<file path="config.mk">
export PLATFORM = sky130hd
export DESIGN_NAME = dpfm_ram
export DESIGN_NICKNAME = d
export VERILOG_FILES = /design/src/dpfm_ram.sv
export SDC_FILE = /design/constraint.sdc
export NUM_CORES = 1
export LEC_CHECK = 0
export BUFFER_PORTS_ARGS = -buffer_cell sky130_fd_sc_hd__buf_4
export CORE_MARGIN = 1
export CORE_UTILIZATION = 35
export CTS_CLUSTER_DIAMETER = 80
export CTS_CLUSTER_SIZE = 8
export DETAILED_ROUTE_END_ITERATION = 10
export GPL_ROUTABILITY_DRIVEN = 0
export PLACE_DENSITY = 0.46
export SLEW_MARGIN = 20
export SYNTH_ARGS = -nofsm -noshare
export SYNTH_HDL_FRONTEND = slang
export SYNTH_SLANG_ARGS = --single-unit
export TNS_END_PERCENT = 100
</file>
<file path="constraint.sdc">
create_clock -name i_clk -period 2.3 [get_ports i_clk]
set_clock_uncertainty 0.05 [all_clocks]
set_input_delay 0.23 -clock i_clk [delete_from_list [all_inputs] [get_ports i_clk]]
set_output_delay 0.23 -clock i_clk [all_outputs]
set_load 0.005 [all_outputs]
</file>
<file path="src/dpfm_ram.sv">
// Generic simple dual-port RAM with registered read.
module dpfm_ram #(
    parameter int WIDTH = 8,
    parameter int DEPTH = 16
) (
    input  logic                     i_clk,
    input  logic                     i_we,
    input  logic [$clog2(DEPTH)-1:0] i_waddr,
    input  logic [WIDTH-1:0]         i_wdata,
    input  logic [$clog2(DEPTH)-1:0] i_raddr,
    output logic [WIDTH-1:0]         o_rdata
);
    logic [WIDTH-1:0] r_mem [DEPTH];

    always_ff @(posedge i_clk) begin
        if (i_we) begin
            r_mem[i_waddr] <= i_wdata;
        end
        o_rdata <= r_mem[i_raddr];
    end
endmodule

</file>
; Word-level counts from Yosys, hierarchy flattened
; Memories as Yosys holds them, arrays and structs flattened. A register that Yosys moved wholly into a read port is not among the register bits.
; Index checks and enable logic that the tools add are counted.
; Widths: inputs -> output; s select.
[totals]
out_inout_bits = 8
in_bits = 18
n_memories = 1
ramBits = 128
reg_bits = 0
wordCells = 3
[memory_table]
columns = memory, words, width, read_ports, rd_ports_with_merged_regs, wr, line
row1 = r_mem, 16, 8, 1, 1, 1, 13  ; logic [WIDTH-1:0] r_mem [DEPTH];
[classes]
mux = 2
[op_table]
columns = op, count
row1 = $mux 1, 2

; Logic depth before layout (Yosys ltp)
[logic_depth]
word_depth = 2
depth_mapped = 5
depth_no_buf = 3

; Worst setup path before layout
; Ideal clock, no wire load.
[synth_path]
kind = input -> register
from = input port i_waddr[2]
to = memory r_mem[0][0], enable pin
required_ps = 1867
path_slack_ps = 527
t_arrival_ps = 1340
cell_stages = 2
setup_ps = 383
n_path_buf = 0
cell_sequence = or3b_2 > nor3_1
[synth_lines]
columns = element, line
row1 = "start, declared", 8  ; input logic [$clog2(DEPTH)-1:0] i_waddr,
row2 = "end, declared", 13
; Straight into the memory's write port.

==> impl_metrics.ini <==
[timing]
max_freq_mhz = 666
period_share_pct = 65.2
slew_headroom_pct = 66.9
tightest_slew_ps = 497
post-route-min-period_ps = 1500
slew_viol_final = 0
rsz0062_at_grt = false
finalSetupViolCount = 0
fin_setup_tns_ps = 0
finalHoldViolations = 0

[logic_synthesis]
synth_cell_types = 19
synth_fa_ha_area_share_pct = 0
synth_compound_area_share_pct = 2.33
yosysWarnings = 0
synth_top_area_share_pct = 74.7
syn_area_um2 = 5150
synthArstFlopShare_pct = 0
yosys.area_share.simple_pct = 3.18
synthFlopType = edfxtp_1
synth_area_leaders = edfxtp_1, mux4_2, mux4_1, dfxtp_1, a22oi_1
ys_ff_latch = 136
syn_inst = 229
synth_mux_area_share_pct = 15.0
yosysTopAreaCell = edfxtp_1
synth-edff-count = 128
synth_top_family_by_area = multiplexers
synth-xor-area-share_pct = 0
ys_seq_area_share_pct = 77.8
syn-num-nets = 247
synth.avg_cell_area_um2 = 22.5

[critical_path]
startpoint_type = primary input
regToRegStartpoint = r_mem[1][1]
worstPathRequired_ps = 2530
r2r-end = o_rdata[1]
critPathCaptureType = register
arrival_ps = 1740
crit_fanout = 21
criticalPathCategory = in2reg
r2r_slack_ps = 860
rr_worst_depth = 3

[placed_design]
port-buffer-count = 25
dp_hpwl_mm = 6.65

[die]
core_area_um2 = 14100
die_h_um = 123
die_w_um = 123
die_area_um2 = 15200
fp-row-count = 43
start_util_pct = 36.5
ios = 26

[power]
p_leak_nw = 2.12
p_per_area_nw_per_um2 = 924
p_total_w = 0.00578
ir_worst_vdd_v = 0.000495

[layout]
n_antenna_cell = 0
layout.nets = 303
n_fill_cell = 1219
layout-drive-gt1-share_pct = 32.6
syn2layout_area_growth_pct = 21.5
multiInputGateArea_um2 = 1060
seqCellArea_um2 = 4000

[cts]
cts.path.max_buffers = 2
cts_inserted_buffers = 17
cts_tree = built
postCtsSetupRepairBufs = 0
cts_hold_buf = 0
post_cts_resize_count = 0
clk_root_buffer_cell = clkbuf_16
clock-sinks = 136
clock_latency_ps = 410
h-tree-depth = 4
cts.reportedPaths.clkPinSlew_ps = 60

[hold_path]
min_path_type = in2reg
min_from = i_wdata[6]
holdPathStages = 1
holdPathEnd = r_mem[6][6]

[global_routing]
overflow = 0
grt_max_degree = 33
grt_pass1_vias = 2542
grt_first_pass_wirelength_mm = 16.1
track_usage_pct = 15.7
antenna_found_initial = 0

[status]
status = completed

[routing]
vias = 2434
via_per_inst = 5.09
post-route-drc-count = 0
wl_per_cell_um = 22.5
wl_mm = 10.7
first_pass_iters = 5
initialDrtViolationCount = 189
postRouteAntennaNets = 0

[run]
drv_cap = 0
layer usage:
metal,vias to the layer above,track usage [%],part of all wire [%]
li1,1088,-,-
met1,1280,22.2,47
met2,64,23.3,48
met3,2,4.24,4.3
met4,0,5.42,0.41
met5,-,0,0
layout make-up:
type	count	share of cell area (%)
Sequential cell	136	64.0
Clock inverter	15	2.82
Timing Repair Buffer	47	5.84
Tap cell	180	3.60
Clock buffer	17	6.80
Multi-Input combinational cell	83	16.9
how the worst max path moves through the flow:
stage                          start           to  slack, ps  cells past startpoint
after floorplan           i_waddr[2]  r_mem[0][0]        530                      2
after global placement    i_raddr[0]   o_rdata[1]        350                      5
after detailed placement  i_raddr[0]   o_rdata[1]        350                      5
after CTS                 i_raddr[0]   o_rdata[1]        790                      5
after global routing      i_raddr[0]   o_rdata[1]        660                      5
final                     i_raddr[0]   o_rdata[1]        800                      5
placed cells by master (no fill, tap or decap), types with 2 or more instances in the layout:
| cell type | netlist | routed |
|---|---|---|
| nand2b_1 | 2 | 2 |
| mux4_1 | 14 | 14 |
| clkinvlp_4 | 0 | 5 |
| mux4_2 | 18 | 18 |
| nand3b_1 | 2 | 2 |
| nand2_1 | 9 | 9 |
| a22oi_1 | 16 | 16 |
| nor3_1 | 4 | 4 |
| clkinv_2 | 0 | 2 |
| inv_6 | 0 | 3 |
| bufinv_16 | 0 | 3 |
| buf_4 | 1 | 46 |
| nor2_1 | 13 | 13 |
| clkbuf_16 | 0 | 17 |
| dfxtp_1 | 8 | 8 |
| edfxtp_1 | 128 | 128 |
per-stage QoR:
step | util [%] | cell area [um2] | hold slack, ps | instances | setup slack, ps
final | 44.4 | 6250 | 76.7 | 478 | 800
after global placement | 40.1 | 5650 | 497 | 446 | 349
after global routing | 44.4 | 6250 | 86.2 | 478 | 661
after CTS | 44.4 | 6250 | 62.2 | 478 | 791
after detailed placement | 40.1 | 5650 | 496 | 446 | 354
after floorplan | - | 5150 | 279 | 229 | 527
report_power, final:
group / internal [W] / switching, W / total, W
clock network: 0.00171 / 0.00101 / 0.00272
logic: 0.000127 / 0.000145 / 0.000272
registers: 0.00277 / 0.0000166 / 0.00279
cells in the mapped netlist (2+ instances only):
| library cell | count |
|---|---|
| nor2_1 | 13 |
| mux4_1 | 14 |
| buf_6 | 3 |
| nand2_1 | 9 |
| a22oi_1 | 16 |
| nor3_1 | 4 |
| dfxtp_1 | 8 |
| clkdlybuf4s25_2 | 3 |
| mux4_2 | 18 |
| buf_2 | 3 |
| edfxtp_1 | 128 |
| nand3b_1 | 2 |
| nand2b_1 | 2 |
sequential cells by signal, summed over array words and instances (netlist names):
name and cells:
r_mem 128, o_rdata 8
kinds of logic (layout without fill, tap and decap cells):
| logic type | count (synthesis) | after routing |
|---|---|---|
| multiplexers | 32 | 32 |
| buffers and inverters | 10 | 79 |
| flip-flops | 136 | 136 |
| AND/OR/NAND/NOR | 35 | 35 |
| AO/OA/AOI/OAI | 16 | 16 |
critical path: stages:
cell and delay, ps:
buf_4 240, buf_12 250, mux4_1 580, a22oi_1 330, nand2_1 90
(Power assumes the default switching activity.)
